$ cat src/hdl/ut2cal_pkg.sv
// Shared constants, reciprocal multipliers and the month table for the
// Unix-time-to-calendar pipeline. No dependencies.
`timescale 1ns / 1ps
`default_nettype none

package ut2cal_pkg;

    // Timestamp width and stream widths
    localparam int TS_W       = 40;
    localparam int IN_DATA_W  = 40;
    localparam int OUT_DATA_W = 64;
    localparam int OUT_USER_W = 1;

    localparam logic [TS_W-1:0] LAST_VALID_SEC = TS_W'(64'd253402300799);

    // seconds -> days: ts/86400 = (ts >> 7) / 675, in 17- and 16-bit digits
    localparam int LO_W    = 16;
    localparam int X_W     = TS_W - 7;
    localparam int HI_W    = X_W - LO_W;
    localparam int Q1_W    = HI_W - 9;
    localparam int DAYS_W  = Q1_W + LO_W;
    localparam int R675_W  = 10;
    localparam int Y_W     = R675_W + LO_W;
    localparam int SOD_W   = R675_W + 7;
    localparam int DP3_W   = DAYS_W + 1;
    localparam int WQ_W    = DP3_W - 2;

    // Exact reciprocals: M = ceil(2^K / d) with K = input bits + bits of d
    localparam int K_HI675 = HI_W + R675_W;
    localparam logic [HI_W:0] M_HI675 =
        (HI_W+1)'(((64'd1 << K_HI675) + 64'd674) / 64'd675);
    localparam int K_Y675 = Y_W + R675_W;
    localparam logic [Y_W:0] M_Y675 =
        (Y_W+1)'(((64'd1 << K_Y675) + 64'd674) / 64'd675);
    localparam int K_SOD60 = SOD_W + 6;
    localparam logic [SOD_W:0] M_SOD60 =
        (SOD_W+1)'(((64'd1 << K_SOD60) + 64'd59) / 64'd60);
    localparam int K_MIN60 = 17;
    localparam logic [11:0] M_MIN60 = 12'(((64'd1 << K_MIN60) + 64'd59) / 64'd60);
    localparam int K_WD7 = DP3_W + 3;
    localparam logic [DP3_W:0] M_WD7 =
        (DP3_W+1)'(((64'd1 << K_WD7) + 64'd6) / 64'd7);
    localparam int K_ERA = 40;
    localparam logic [22:0] M_ERA = 23'(((64'd1 << K_ERA) + 64'd146096) / 64'd146097);
    localparam int K_C1460 = 29;
    localparam logic [18:0] M_C1460 = 19'(((64'd1 << K_C1460) + 64'd1459) / 64'd1460);
    localparam int K_C36524 = 34;
    localparam logic [18:0] M_C36524 =
        19'(((64'd1 << K_C36524) + 64'd36523) / 64'd36524);
    localparam int K_Y365 = 27;
    localparam logic [18:0] M_Y365 = 19'(((64'd1 << K_Y365) + 64'd364) / 64'd365);
    localparam int K_YOE100 = 16;
    localparam logic [9:0] M_YOE100 = 10'(((64'd1 << K_YOE100) + 64'd99) / 64'd100);
    localparam int K_MP153 = 19;
    localparam logic [11:0] M_MP153 = 12'(((64'd1 << K_MP153) + 64'd152) / 64'd153);
    localparam int K_DQ5 = 14;
    localparam logic [11:0] M_DQ5 = 12'(((64'd1 << K_DQ5) + 64'd4) / 64'd5);
    localparam int K_YR100 = 21;
    localparam logic [14:0] M_YR100 = 15'(((64'd1 << K_YR100) + 64'd99) / 64'd100);
    localparam int K_WK7 = 12;
    localparam logic [9:0] M_WK7 = 10'(((64'd1 << K_WK7) + 64'd6) / 64'd7);

    // Civil epoch shift: days from 0000-03-01 to 1970-01-01
    localparam logic [21:0] EPOCH_SHIFT = 22'd719468;
    localparam logic [17:0] ERA_LAST_DAY = 18'd146096;

    // Result field positions in tdata, lowest first
    localparam int F_YEAR_LO = 0;
    localparam int F_MON_LO  = 14;
    localparam int F_DAY_LO  = 18;
    localparam int F_HR_LO   = 23;
    localparam int F_MIN_LO  = 28;
    localparam int F_SEC_LO  = 34;
    localparam int F_WD_LO   = 40;
    localparam int F_ORD_LO  = 43;
    localparam int F_WK_LO   = 52;
    localparam int F_END     = 58;

    function automatic logic [8:0] days_before_month(input logic [3:0] mon);
        logic [8:0] r;
        unique case (mon)
            4'd1:    r = 9'd0;
            4'd2:    r = 9'd31;
            4'd3:    r = 9'd59;
            4'd4:    r = 9'd90;
            4'd5:    r = 9'd120;
            4'd6:    r = 9'd151;
            4'd7:    r = 9'd181;
            4'd8:    r = 9'd212;
            4'd9:    r = 9'd243;
            4'd10:   r = 9'd273;
            4'd11:   r = 9'd304;
            4'd12:   r = 9'd334;
            default: r = 9'd0;
        endcase
        return r;
    endfunction

endpackage

`default_nettype wire

$ cat src/hdl/unix_time_to_calendar.sv
// Unix timestamp to Gregorian date / time of day, one request per clock.
// A request passes 19 register stages from input handshake to m_axis_tvalid.
// Throughput: one timestamp per cycle; a stall holds full stages, bubbles collapse.
// Reset: aresetn synchronous active low; clears only the stage valid bits.
// Depends on ut2cal_pkg.
`timescale 1ns / 1ps
`default_nettype none

module unix_time_to_calendar
    import ut2cal_pkg::*;
(
    input  wire logic                  aclk,
    input  wire logic                  aresetn,
    input  wire logic                  s_axis_tvalid,
    output logic                       s_axis_tready,
    input  wire logic [IN_DATA_W-1:0]  s_axis_tdata,   // [39:0] epoch_seconds
    output logic                       m_axis_tvalid,
    input  wire logic                  m_axis_tready,
    // [13:0] cal_year, [17:14] cal_month, [22:18] cal_day, [27:23] hour_of_day,
    // [33:28] minute_of_hour, [39:34] second_of_minute, [42:40] iso_weekday,
    // [51:43] ordinal_day, [57:52] simple_week, [63:58] zero
    output logic [OUT_DATA_W-1:0]      m_axis_tdata,
    output logic [OUT_USER_W-1:0]      m_axis_tuser    // [0] out_of_range
);

    localparam int N_STG = 19;

    // ------------------------------------------------------------------
    // Stage payloads. Stages multiply by constants or by constant reciprocals
    // and add or compare, often more than one per stage. Divisions by constants
    // use exact ceil reciprocals, so no correction step is needed.
    // ------------------------------------------------------------------
    typedef struct packed {
        logic [4:0] hour;
        logic [5:0] minute;
        logic [5:0] second;
        logic [2:0] weekday;
    } tod_t;

    typedef struct packed {
        logic            oor;
        logic [6:0]      lo7;
        logic [LO_W-1:0] mid;
        logic [HI_W-1:0] hi;
        logic [Q1_W-1:0] q1;
    } s0_t;

    typedef struct packed {
        logic              oor;
        logic [6:0]        lo7;
        logic [LO_W-1:0]   mid;
        logic [Q1_W-1:0]   q1;
        logic [R675_W-1:0] r1;
    } s1_t;

    typedef struct packed {
        logic            oor;
        logic [6:0]      lo7;
        logic [Q1_W-1:0] q1;
        logic [Y_W-1:0]  y;
        logic [LO_W-1:0] q2;
    } s2_t;

    typedef struct packed {
        logic              oor;
        logic [DAYS_W-1:0] days;
        logic [SOD_W-1:0]  sod;
    } s3_t;

    typedef struct packed {
        logic             oor;
        logic [SOD_W-1:0] sod;
        logic [10:0]      s1;
        logic [DP3_W-1:0] dp3;
        logic [21:0]      z;
    } s4_t;

    typedef struct packed {
        logic             oor;
        logic [5:0]       sec;
        logic [10:0]      s1;
        logic [4:0]       hr;
        logic [DP3_W-1:0] dp3;
        logic [WQ_W-1:0]  wq;
        logic [21:0]      z;
        logic [4:0]       era;
    } s5_t;

    typedef struct packed {
        logic        oor;
        tod_t        tod;
        logic [4:0]  era;
        logic [17:0] doe;
    } s6_t;

    typedef struct packed {
        logic        oor;
        tod_t        tod;
        logic [4:0]  era;
        logic [17:0] doe;
        logic [7:0]  a;
        logic [2:0]  b;
        logic        c;
    } s7_t;

    typedef struct packed {
        logic        oor;
        tod_t        tod;
        logic [4:0]  era;
        logic [17:0] doe;
        logic [17:0] t;
    } s8_t;

    typedef struct packed {
        logic        oor;
        tod_t        tod;
        logic [4:0]  era;
        logic [17:0] doe;
        logic [8:0]  yoe;
    } s9_t;

    typedef struct packed {
        logic        oor;
        tod_t        tod;
        logic [4:0]  era;
        logic [17:0] doe;
        logic [8:0]  yoe;
        logic [17:0] ys;
        logic [2:0]  yq;
    } s10_t;

    typedef struct packed {
        logic       oor;
        tod_t       tod;
        logic [4:0] era;
        logic [8:0] yoe;
        logic [8:0] doy;
    } s11_t;

    typedef struct packed {
        logic       oor;
        tod_t       tod;
        logic [4:0] era;
        logic [8:0] yoe;
        logic [8:0] doy;
        logic [3:0] mp;
    } s12_t;

    typedef struct packed {
        logic       oor;
        tod_t       tod;
        logic [4:0] era;
        logic [8:0] yoe;
        logic [8:0] doy;
        logic [8:0] dq;
        logic [3:0] mon;
    } s13_t;

    typedef struct packed {
        logic        oor;
        tod_t        tod;
        logic [3:0]  mon;
        logic [4:0]  day;
        logic [13:0] year;
    } s14_t;

    typedef struct packed {
        logic        oor;
        tod_t        tod;
        logic [3:0]  mon;
        logic [4:0]  day;
        logic [13:0] year;
        logic [6:0]  cq;
    } s15_t;

    typedef struct packed {
        logic        oor;
        tod_t        tod;
        logic [3:0]  mon;
        logic [4:0]  day;
        logic [13:0] year;
        logic        leap;
    } s16_t;

    typedef struct packed {
        logic        oor;
        tod_t        tod;
        logic [3:0]  mon;
        logic [4:0]  day;
        logic [13:0] year;
        logic [8:0]  ord;
    } s17_t;

    typedef struct packed {
        logic                  oor;
        logic [OUT_DATA_W-1:0] data;
    } s18_t;

    s0_t  st0_reg,  st0_next;
    s1_t  st1_reg,  st1_next;
    s2_t  st2_reg,  st2_next;
    s3_t  st3_reg,  st3_next;
    s4_t  st4_reg,  st4_next;
    s5_t  st5_reg,  st5_next;
    s6_t  st6_reg,  st6_next;
    s7_t  st7_reg,  st7_next;
    s8_t  st8_reg,  st8_next;
    s9_t  st9_reg,  st9_next;
    s10_t st10_reg, st10_next;
    s11_t st11_reg, st11_next;
    s12_t st12_reg, st12_next;
    s13_t st13_reg, st13_next;
    s14_t st14_reg, st14_next;
    s15_t st15_reg, st15_next;
    s16_t st16_reg, st16_next;
    s17_t st17_reg, st17_next;
    s18_t st18_reg, st18_next;

    logic [N_STG-1:0] vld_reg, vld_next;
    logic [N_STG-1:0] ld;

    // ------------------------------------------------------------------
    // Flow control: a stage loads when it is empty or its successor loads.
    // The output stage frees itself when the consumer takes the request.
    // ------------------------------------------------------------------
    always_comb begin
        ld[N_STG-1] = ~vld_reg[N_STG-1] | m_axis_tready;
        for (int k = N_STG - 2; k >= 0; k--) begin
            ld[k] = ~vld_reg[k] | ld[k+1];
        end
    end

    always_comb begin
        for (int k = 0; k < N_STG; k++) begin
            if (ld[k]) begin
                vld_next[k] = (k == 0) ? s_axis_tvalid : vld_reg[(k == 0) ? 0 : k - 1];
            end else begin
                vld_next[k] = vld_reg[k];
            end
        end
    end

    always_ff @(posedge aclk) begin
        if (!aresetn) begin
            vld_reg <= '0;
        end else begin
            vld_reg <= vld_next;
        end
    end

    assign s_axis_tready = ld[0];
    assign m_axis_tvalid = vld_reg[N_STG-1];
    assign m_axis_tdata  = st18_reg.data;
    assign m_axis_tuser  = st18_reg.oor;

    // ------------------------------------------------------------------
    // Stage 0: range check, split ts>>7 into a high digit and a 16-bit
    // low digit, divide the high digit by 675.
    // ------------------------------------------------------------------
    logic [TS_W-1:0]     ts;
    logic [2*HI_W:0]     p_hi675;

    always_comb begin
        ts       = s_axis_tdata[TS_W-1:0];
        p_hi675  = (2*HI_W+1)'(ts[TS_W-1:7+LO_W]) * (2*HI_W+1)'(M_HI675);
        st0_next.oor = ts > LAST_VALID_SEC;
        st0_next.lo7 = ts[6:0];
        st0_next.mid = ts[7+LO_W-1:7];
        st0_next.hi  = ts[TS_W-1:7+LO_W];
        st0_next.q1  = p_hi675[K_HI675+Q1_W-1:K_HI675];
    end

    // Stage 1: remainder of the high digit
    always_comb begin
        st1_next.oor = st0_reg.oor;
        st1_next.lo7 = st0_reg.lo7;
        st1_next.mid = st0_reg.mid;
        st1_next.q1  = st0_reg.q1;
        st1_next.r1  = R675_W'(st0_reg.hi - HI_W'(st0_reg.q1) * HI_W'(675));
    end

    // Stage 2: divide remainder:low digit by 675
    logic [Y_W-1:0] y2;
    logic [2*Y_W:0] p_y675;

    always_comb begin
        y2     = {st1_reg.r1, st1_reg.mid};
        p_y675 = (2*Y_W+1)'(y2) * (2*Y_W+1)'(M_Y675);
        st2_next.oor = st1_reg.oor;
        st2_next.lo7 = st1_reg.lo7;
        st2_next.q1  = st1_reg.q1;
        st2_next.y   = y2;
        st2_next.q2  = p_y675[K_Y675+LO_W-1:K_Y675];
    end

    // Stage 3: day count and seconds of day
    logic [R675_W-1:0] r2;

    always_comb begin
        r2 = R675_W'(st2_reg.y - Y_W'(st2_reg.q2) * Y_W'(675));
        st3_next.oor  = st2_reg.oor;
        st3_next.days = {st2_reg.q1, st2_reg.q2};
        st3_next.sod  = {r2, st2_reg.lo7};
    end

    // Stage 4: minutes of day; weekday and civil day offsets
    logic [2*SOD_W+1:0] p_sod60;

    always_comb begin
        p_sod60 = (2*SOD_W+2)'(st3_reg.sod) * (2*SOD_W+2)'(M_SOD60);
        st4_next.oor = st3_reg.oor;
        st4_next.sod = st3_reg.sod;
        st4_next.s1  = p_sod60[K_SOD60+10:K_SOD60];
        st4_next.dp3 = DP3_W'(st3_reg.days) + DP3_W'(3);
        st4_next.z   = 22'(st3_reg.days) + EPOCH_SHIFT;
    end

    // Stage 5: seconds, hours, days/7 and 400-year era
    logic [22:0]        p_min60;
    logic [2*DP3_W+1:0] p_wd7;
    logic [44:0]        p_era;

    always_comb begin
        p_min60 = 23'(st4_reg.s1) * 23'(M_MIN60);
        p_wd7   = (2*DP3_W+2)'(st4_reg.dp3) * (2*DP3_W+2)'(M_WD7);
        p_era   = 45'(st4_reg.z) * 45'(M_ERA);
        st5_next.oor = st4_reg.oor;
        st5_next.sec = 6'(st4_reg.sod - SOD_W'(st4_reg.s1) * SOD_W'(60));
        st5_next.s1  = st4_reg.s1;
        st5_next.hr  = p_min60[K_MIN60+4:K_MIN60];
        st5_next.dp3 = st4_reg.dp3;
        st5_next.wq  = p_wd7[K_WD7+WQ_W-1:K_WD7];
        st5_next.z   = st4_reg.z;
        st5_next.era = p_era[K_ERA+4:K_ERA];
    end

    // Stage 6: minutes, ISO weekday, day of era
    always_comb begin
        st6_next.oor         = st5_reg.oor;
        st6_next.tod.hour    = st5_reg.hr;
        st6_next.tod.minute  = 6'(st5_reg.s1 - 11'(st5_reg.hr) * 11'd60);
        st6_next.tod.second  = st5_reg.sec;
        st6_next.tod.weekday = 3'(st5_reg.dp3 - DP3_W'(st5_reg.wq) * DP3_W'(7)) + 3'd1;
        st6_next.era         = st5_reg.era;
        st6_next.doe         = 18'(st5_reg.z - 22'(27'(st5_reg.era) * 27'd146097));
    end

    // Stage 7: leap-cycle corrections within the era
    logic [36:0] p_c1460;
    logic [36:0] p_c36524;

    always_comb begin
        p_c1460  = 37'(st6_reg.doe) * 37'(M_C1460);
        p_c36524 = 37'(st6_reg.doe) * 37'(M_C36524);
        st7_next.oor = st6_reg.oor;
        st7_next.tod = st6_reg.tod;
        st7_next.era = st6_reg.era;
        st7_next.doe = st6_reg.doe;
        st7_next.a   = p_c1460[K_C1460+7:K_C1460];
        st7_next.b   = p_c36524[K_C36524+2:K_C36524];
        st7_next.c   = st6_reg.doe == ERA_LAST_DAY;
    end

    // Stage 8
    always_comb begin
        st8_next.oor = st7_reg.oor;
        st8_next.tod = st7_reg.tod;
        st8_next.era = st7_reg.era;
        st8_next.doe = st7_reg.doe;
        st8_next.t   = st7_reg.doe - 18'(st7_reg.a) + 18'(st7_reg.b) - 18'(st7_reg.c);
    end

    // Stage 9: year of era
    logic [36:0] p_y365;

    always_comb begin
        p_y365 = 37'(st8_reg.t) * 37'(M_Y365);
        st9_next.oor = st8_reg.oor;
        st9_next.tod = st8_reg.tod;
        st9_next.era = st8_reg.era;
        st9_next.doe = st8_reg.doe;
        st9_next.yoe = p_y365[K_Y365+8:K_Y365];
    end

    // Stage 10: days before that year within the era
    logic [18:0] p_yoe100;

    always_comb begin
        p_yoe100 = 19'(st9_reg.yoe) * 19'(M_YOE100);
        st10_next.oor = st9_reg.oor;
        st10_next.tod = st9_reg.tod;
        st10_next.era = st9_reg.era;
        st10_next.doe = st9_reg.doe;
        st10_next.yoe = st9_reg.yoe;
        st10_next.ys  = 18'(st9_reg.yoe) * 18'd365;
        st10_next.yq  = p_yoe100[K_YOE100+2:K_YOE100];
    end

    // Stage 11: day of the March-based year
    always_comb begin
        st11_next.oor = st10_reg.oor;
        st11_next.tod = st10_reg.tod;
        st11_next.era = st10_reg.era;
        st11_next.yoe = st10_reg.yoe;
        st11_next.doy = 9'(st10_reg.doe -
                           (st10_reg.ys + 18'(st10_reg.yoe[8:2]) - 18'(st10_reg.yq)));
    end

    // Stage 12: March-based month index
    logic [10:0] x5;
    logic [22:0] p_mp153;

    always_comb begin
        x5      = 11'(st11_reg.doy) * 11'd5 + 11'd2;
        p_mp153 = 23'(x5) * 23'(M_MP153);
        st12_next.oor = st11_reg.oor;
        st12_next.tod = st11_reg.tod;
        st12_next.era = st11_reg.era;
        st12_next.yoe = st11_reg.yoe;
        st12_next.doy = st11_reg.doy;
        st12_next.mp  = p_mp153[K_MP153+3:K_MP153];
    end

    // Stage 13: days before the month, calendar month
    logic [10:0] x153;
    logic [22:0] p_dq5;

    always_comb begin
        x153  = 11'(st12_reg.mp) * 11'd153 + 11'd2;
        p_dq5 = 23'(x153) * 23'(M_DQ5);
        st13_next.oor = st12_reg.oor;
        st13_next.tod = st12_reg.tod;
        st13_next.era = st12_reg.era;
        st13_next.yoe = st12_reg.yoe;
        st13_next.doy = st12_reg.doy;
        st13_next.dq  = p_dq5[K_DQ5+8:K_DQ5];
        st13_next.mon = (st12_reg.mp < 4'd10) ? st12_reg.mp + 4'd3 : st12_reg.mp - 4'd9;
    end

    // Stage 14: day of month and year; January and February belong to next year
    always_comb begin
        st14_next.oor  = st13_reg.oor;
        st14_next.tod  = st13_reg.tod;
        st14_next.mon  = st13_reg.mon;
        st14_next.day  = 5'(st13_reg.doy - st13_reg.dq + 9'd1);
        st14_next.year = 14'(st13_reg.yoe) + 14'(st13_reg.era) * 14'd400 +
                         14'(st13_reg.mon <= 4'd2);
    end

    // Stage 15: century of the year
    logic [28:0] p_yr100;

    always_comb begin
        p_yr100 = 29'(st14_reg.year) * 29'(M_YR100);
        st15_next.oor  = st14_reg.oor;
        st15_next.tod  = st14_reg.tod;
        st15_next.mon  = st14_reg.mon;
        st15_next.day  = st14_reg.day;
        st15_next.year = st14_reg.year;
        st15_next.cq   = p_yr100[K_YR100+6:K_YR100];
    end

    // Stage 16: leap year; divisible by 400 means century divisible by 4
    logic [6:0] yr_rem;

    always_comb begin
        yr_rem = 7'(st15_reg.year - 14'(st15_reg.cq) * 14'd100);
        st16_next.oor  = st15_reg.oor;
        st16_next.tod  = st15_reg.tod;
        st16_next.mon  = st15_reg.mon;
        st16_next.day  = st15_reg.day;
        st16_next.year = st15_reg.year;
        st16_next.leap = ((yr_rem != 7'd0) && (st15_reg.year[1:0] == 2'd0)) ||
                         ((yr_rem == 7'd0) && (st15_reg.cq[1:0] == 2'd0));
    end

    // Stage 17: ordinal day
    always_comb begin
        st17_next.oor  = st16_reg.oor;
        st17_next.tod  = st16_reg.tod;
        st17_next.mon  = st16_reg.mon;
        st17_next.day  = st16_reg.day;
        st17_next.year = st16_reg.year;
        st17_next.ord  = days_before_month(st16_reg.mon) + 9'(st16_reg.day) +
                         9'((st16_reg.mon > 4'd2) && st16_reg.leap);
    end

    // Stage 18: week number, blank the date fields when out of range, pack
    logic [8:0]  ord6;
    logic [18:0] p_wk7;
    logic [5:0]  week;

    always_comb begin
        ord6  = st17_reg.ord + 9'd6;
        p_wk7 = 19'(ord6) * 19'(M_WK7);
        week  = p_wk7[K_WK7+5:K_WK7];
        st18_next.oor  = st17_reg.oor;
        st18_next.data = '0;
        st18_next.data[F_HR_LO  +: 5] = st17_reg.tod.hour;
        st18_next.data[F_MIN_LO +: 6] = st17_reg.tod.minute;
        st18_next.data[F_SEC_LO +: 6] = st17_reg.tod.second;
        if (!st17_reg.oor) begin
            st18_next.data[F_YEAR_LO +: 14] = st17_reg.year;
            st18_next.data[F_MON_LO  +: 4]  = st17_reg.mon;
            st18_next.data[F_DAY_LO  +: 5]  = st17_reg.day;
            st18_next.data[F_WD_LO   +: 3]  = st17_reg.tod.weekday;
            st18_next.data[F_ORD_LO  +: 9]  = st17_reg.ord;
            st18_next.data[F_WK_LO   +: 6]  = week;
        end
    end

    // Payload registers, no reset
    always_ff @(posedge aclk) begin
        if (ld[0]) begin
            st0_reg <= st0_next;
        end
        if (ld[1]) begin
            st1_reg <= st1_next;
        end
        if (ld[2]) begin
            st2_reg <= st2_next;
        end
        if (ld[3]) begin
            st3_reg <= st3_next;
        end
        if (ld[4]) begin
            st4_reg <= st4_next;
        end
        if (ld[5]) begin
            st5_reg <= st5_next;
        end
        if (ld[6]) begin
            st6_reg <= st6_next;
        end
        if (ld[7]) begin
            st7_reg <= st7_next;
        end
        if (ld[8]) begin
            st8_reg <= st8_next;
        end
        if (ld[9]) begin
            st9_reg <= st9_next;
        end
        if (ld[10]) begin
            st10_reg <= st10_next;
        end
        if (ld[11]) begin
            st11_reg <= st11_next;
        end
        if (ld[12]) begin
            st12_reg <= st12_next;
        end
        if (ld[13]) begin
            st13_reg <= st13_next;
        end
        if (ld[14]) begin
            st14_reg <= st14_next;
        end
        if (ld[15]) begin
            st15_reg <= st15_next;
        end
        if (ld[16]) begin
            st16_reg <= st16_next;
        end
        if (ld[17]) begin
            st17_reg <= st17_next;
        end
        if (ld[18]) begin
            st18_reg <= st18_next;
        end
    end

endmodule

`default_nettype wire

$ cat config.mk
export PLATFORM = sky130hd
export DESIGN_NAME = unix_time_to_calendar
export DESIGN_NICKNAME = d
export VERILOG_FILES = /design/src/hdl/ut2cal_pkg.sv /design/src/hdl/unix_time_to_calendar.sv
export SDC_FILE = /design/constraint.sdc
export NUM_CORES = 2
export LEC_CHECK = 0
export BUFFER_PORTS_ARGS = -buffer_cell sky130_fd_sc_hd__clkbuf_2
export CORE_MARGIN = 2
export CORE_UTILIZATION = 65
export DETAILED_ROUTE_END_ITERATION = 16
export PLACE_DENSITY = 0.87
export SYNTH_ARGS = -nofsm -noshare
export SYNTH_HDL_FRONTEND = slang
export SYNTH_SLANG_ARGS = --single-unit
$ cat constraint.sdc
create_clock -name aclk -period 19.2 [get_ports aclk]
set_clock_uncertainty 0.15 [all_clocks]
set_input_delay 5.76 -clock aclk [delete_from_list [all_inputs] [get_ports aclk]]
set_output_delay 5.76 -clock aclk [all_outputs]
set_load 0.005 [all_outputs]
==> out/results.tsv <==
stage	metric	value	unit
cells_and_area	nets	10675	
sta	period utilisation layout	77.68	%
critical_path	Crit Path Category	primary input to output port	
detailed_routing	drt total wl	190.0	mm
die	die area	143500	um^2
sta	RSZ-0062 raised after global routing	false	
placed_design	worst slack, placed	4.359	ns
critical_path	R2R Path End	st12_reg[3]	
synth	Post-Synth XOR/XNOR Area	3.109	%
synth	area leader, netlist	edfxtp_1	
detailed_routing	DR DRC count	0	
global_route	Congestion Overflow GR	0	
clock_tree	Reg clk slew, reported paths	0.07	ns
die	I/O Pins	111	
critical_path	critical path arrival	9.00	ns
synth	post-synthesis sequential area ratio	30.81	%
critical_path	CP max stage delay	0.63	ns
critical_path	crit end category	output port	
cells_and_area	# fillers	9007	
clock_tree	CTS tree	yes	
critical_path	critical path peak fanout	43	
detailed_routing	drt initial violations	3356	
hold_path	Hold Crit Depth	0	
synth	Cell variety after synth	68	
sta	Tmin final	14.91	ns
synth	Gate Count Post-Synth	7372	
critical_path	crit path cell chain	clkbuf_2 -> and4b_1 -> and3_1 -> and4_4 -> and3_4 -> and3_4 -> and3_4 -> and3_4 -> and3_4 -> nand2_2 -> buf_4 -> clkbuf_2	
clock_tree	clock tree buffer depth	3	
die	Initial Util	65.42	%
synth	Synth Area in Adders	51.05	%
sta	final setup violation count	0	
cells_and_area	Core Util, Final	69.73	%
critical_path	R2R cell count	29	
clock_tree	clk root buf	clkbuf_16	
synth	mux contribution to synthesized area	0.06579	%
clock_tree	# clock sinks	946	
critical_path	CP most frequent cell	and3_4	
clock_tree	CTS resizes	0	
sta	FMAX	0.06705	GHz
clock_tree	H-Tree Depth	3	
synth	Avg Inst Size Synth	12.38	um^2
global_route	first-pass GRT wire length	313.1	mm
hold_path	Hold WC Path Type	flip-flop to flip-flop	
placed_design	I/O Buffers	104	
cells_and_area	antenna fix cells	0	
global_route	largest net degree at the start of global routing	60	
synth	Syn. warnings	0	
cells_and_area	P&R area growth vs syn	6.585	%
synth	Synth top area share	30.20	%
detailed_routing	vias per cell	5.616	
global_route	Total GRT Usage	28.03	%
synth	Synth area leaders	edfxtp_1 (30%), ha_1 (27%), fa_1 (25%)	
clock_tree	hold_buf cts	0	
synth	asr flop ratio synth	0	%
critical_path	startpoint types	primary input	
detailed_routing	average wire per standard cell	19.94	um
sta	final hold vios	0	
synth	simple-gate share of the synthesized area	3.079	%
global_route	initial antenna violation count	2	
die	Die Wd	378.8	um
critical_path	reg-to-reg critical path startpoint	st11_reg[1]	
placed_design	DP HPWL	148.7	mm
sta	final setup margin	4.285	ns
cells_and_area	ratio of cells with drive above 1 in the final layout	4.103	%
critical_path	flop2flop setup slack	11.60	ns
synth	Top FF cell, synth	edfxtp_1	
die	CORE AREA	139500	um^2
sta	hold slack	0.2123	ns
clock_tree	postcts setup bufs	0	
sta	Max-slew headroom	20.09	%
critical_path	crit path max-delay cell type	and4b_1	
hold_path	Hold Path End	st8_reg[41]	
status	run status	completed	
clock_tree	clk_lat worst skew	0.73	ns
clock_tree	total CTS buffers	90	
placed_design	final RePlAce weighted congestion	0.9383	
cells_and_area	max FFs per register	65	
synth	synthesized area	91280	um^2
critical_path	crit-path leading delay family	simple AND/OR/NAND/NOR gates	
detailed_routing	Routed Antenna Nets	0	
detailed_routing	vias	53515	
die	height of the die	378.8	um
synth	Yosys reg bits	946	
hold_path	Worst Hold Launch	st7_reg[35]	
critical_path	Crit path required time	13.29	ns
synth	largest family of logic cells by synthesized area	adder cells	
sta	Worst-Margin Slew	1.194	ns
critical_path	Worst Path Buf+Inv	3	
sta	setup_tns	0	ns
global_route	vias in the first global route	60918	
sta	max-slew violation count	0	
die	# rows	137	
flow_run	max cap viols	0	
detailed_routing	drt first pass iters	5	
synth	number of flops mapped to enable cells by yosys	918	
critical_path	CP Launch Point	m_axis_tready	
synth	Compound-Gate Fraction of Synth Area	3.804	%
kinds of logic after synthesis:
| group | count (synthesis) |
|---|---|
| buffers and inverters | 1954 |
| xor gates and xnor gates | 324 |
| adders and majority gates | 3054 |
| DFF | 946 |
| and+or+nand+nor | 550 |
| other | 1 |
| muxes | 6 |
| AOI/OAI and AO/OA | 537 |
final cells by class:
class	count	area [um^2]	share of cell area [%]
Clock buffer	102	2297	2.361
Timing Repair Buffer	129	708.2	0.7279
Clock inverter	66	724.4	0.7446
Sequential cell	946	28130	28.91
Tap cell	1876	2347	2.413
Multi-Input combinational cell	4477	55830	57.39
Inverter	1933	7256	7.457
metal layers:
layer / part of all wire [%] / vias to the layer above / global-route usage (%)
met2: 52 / 1690 / 50.86
met5: 0.0068 / - / 0
met1: 38 / 26785 / 33.49
met3: 4.9 / 573 / 3.593
li1: - / 24465 / -
met4: 4.7 / 2 / 11.84
layout by cell type (no fill, tap or decap), drive strengths merged, types with 9 or more instances in the layout:
cell,count
and4,9
a21boi,9
xor2,83
and3,28
nand4,41
nand2b,28
a31oi,15
a211oi,25
o21bai,22
nand2,99
clkbuf,206
a21o,75
xnor2,241
clkinvlp,10
o21a,42
inv,1936
nor3,47
o21ai,107
ha,1936
fa,1118
and2,9
nand3,45
a31o,12
o2111ai,9
buf,25
dfxtp,28
nor2b,80
a21oi,159
nor2,135
edfxtp,918
clkinv,45
Yosys cell counts, types with 6 or more instances:
cell and n:
a211o_1 8, a211oi_1 24, a21boi_0 8, a21o_1 75, a21oi_1 158, a31o_2 12
a31oi_1 15, a41oi_1 6, and2_1 9, and3_1 23, and4_1 8, buf_4 7
clkbuf_1 13, dfxtp_1 28, edfxtp_1 918, fa_1 1118, ha_1 1936, inv_1 1933
mux2i_1 6, nand2_1 99, nand2b_1 28, nand3_1 45, nand4_1 41, nor2_1 135
nor2b_1 79, nor3_1 47, nor4_1 6, o2111ai_1 9, o211ai_1 6, o21a_1 42
o21ai_0 102, o21bai_1 22, o31ai_1 8, or2_2 8, or3_1 6, xnor2_1 241
xor2_1 83
how the worst max path moves through the flow:
stage                          endpoint  slack (ns)  depth (start not counted)
after global placement    s_axis_tready        4.55                         12
final                     s_axis_tready        4.29                         12
after global routing      s_axis_tready        4.17                         12
after floorplan           s_axis_tready        4.84                         11
after CTS                 s_axis_tready        4.33                         12
after detailed placement  s_axis_tready        4.36                         12
stage by stage:
stage                     instances  cell area, um^2
after floorplan                7377            91300
after global placement         9361            94270
after detailed placement       9361            94270
after CTS                      9529            97290
after global routing           9529            97290
final                          9529            97290
Power is not shown: default switching activity piles up to over one toggle a cycle in this logic, so the estimate is an artifact.
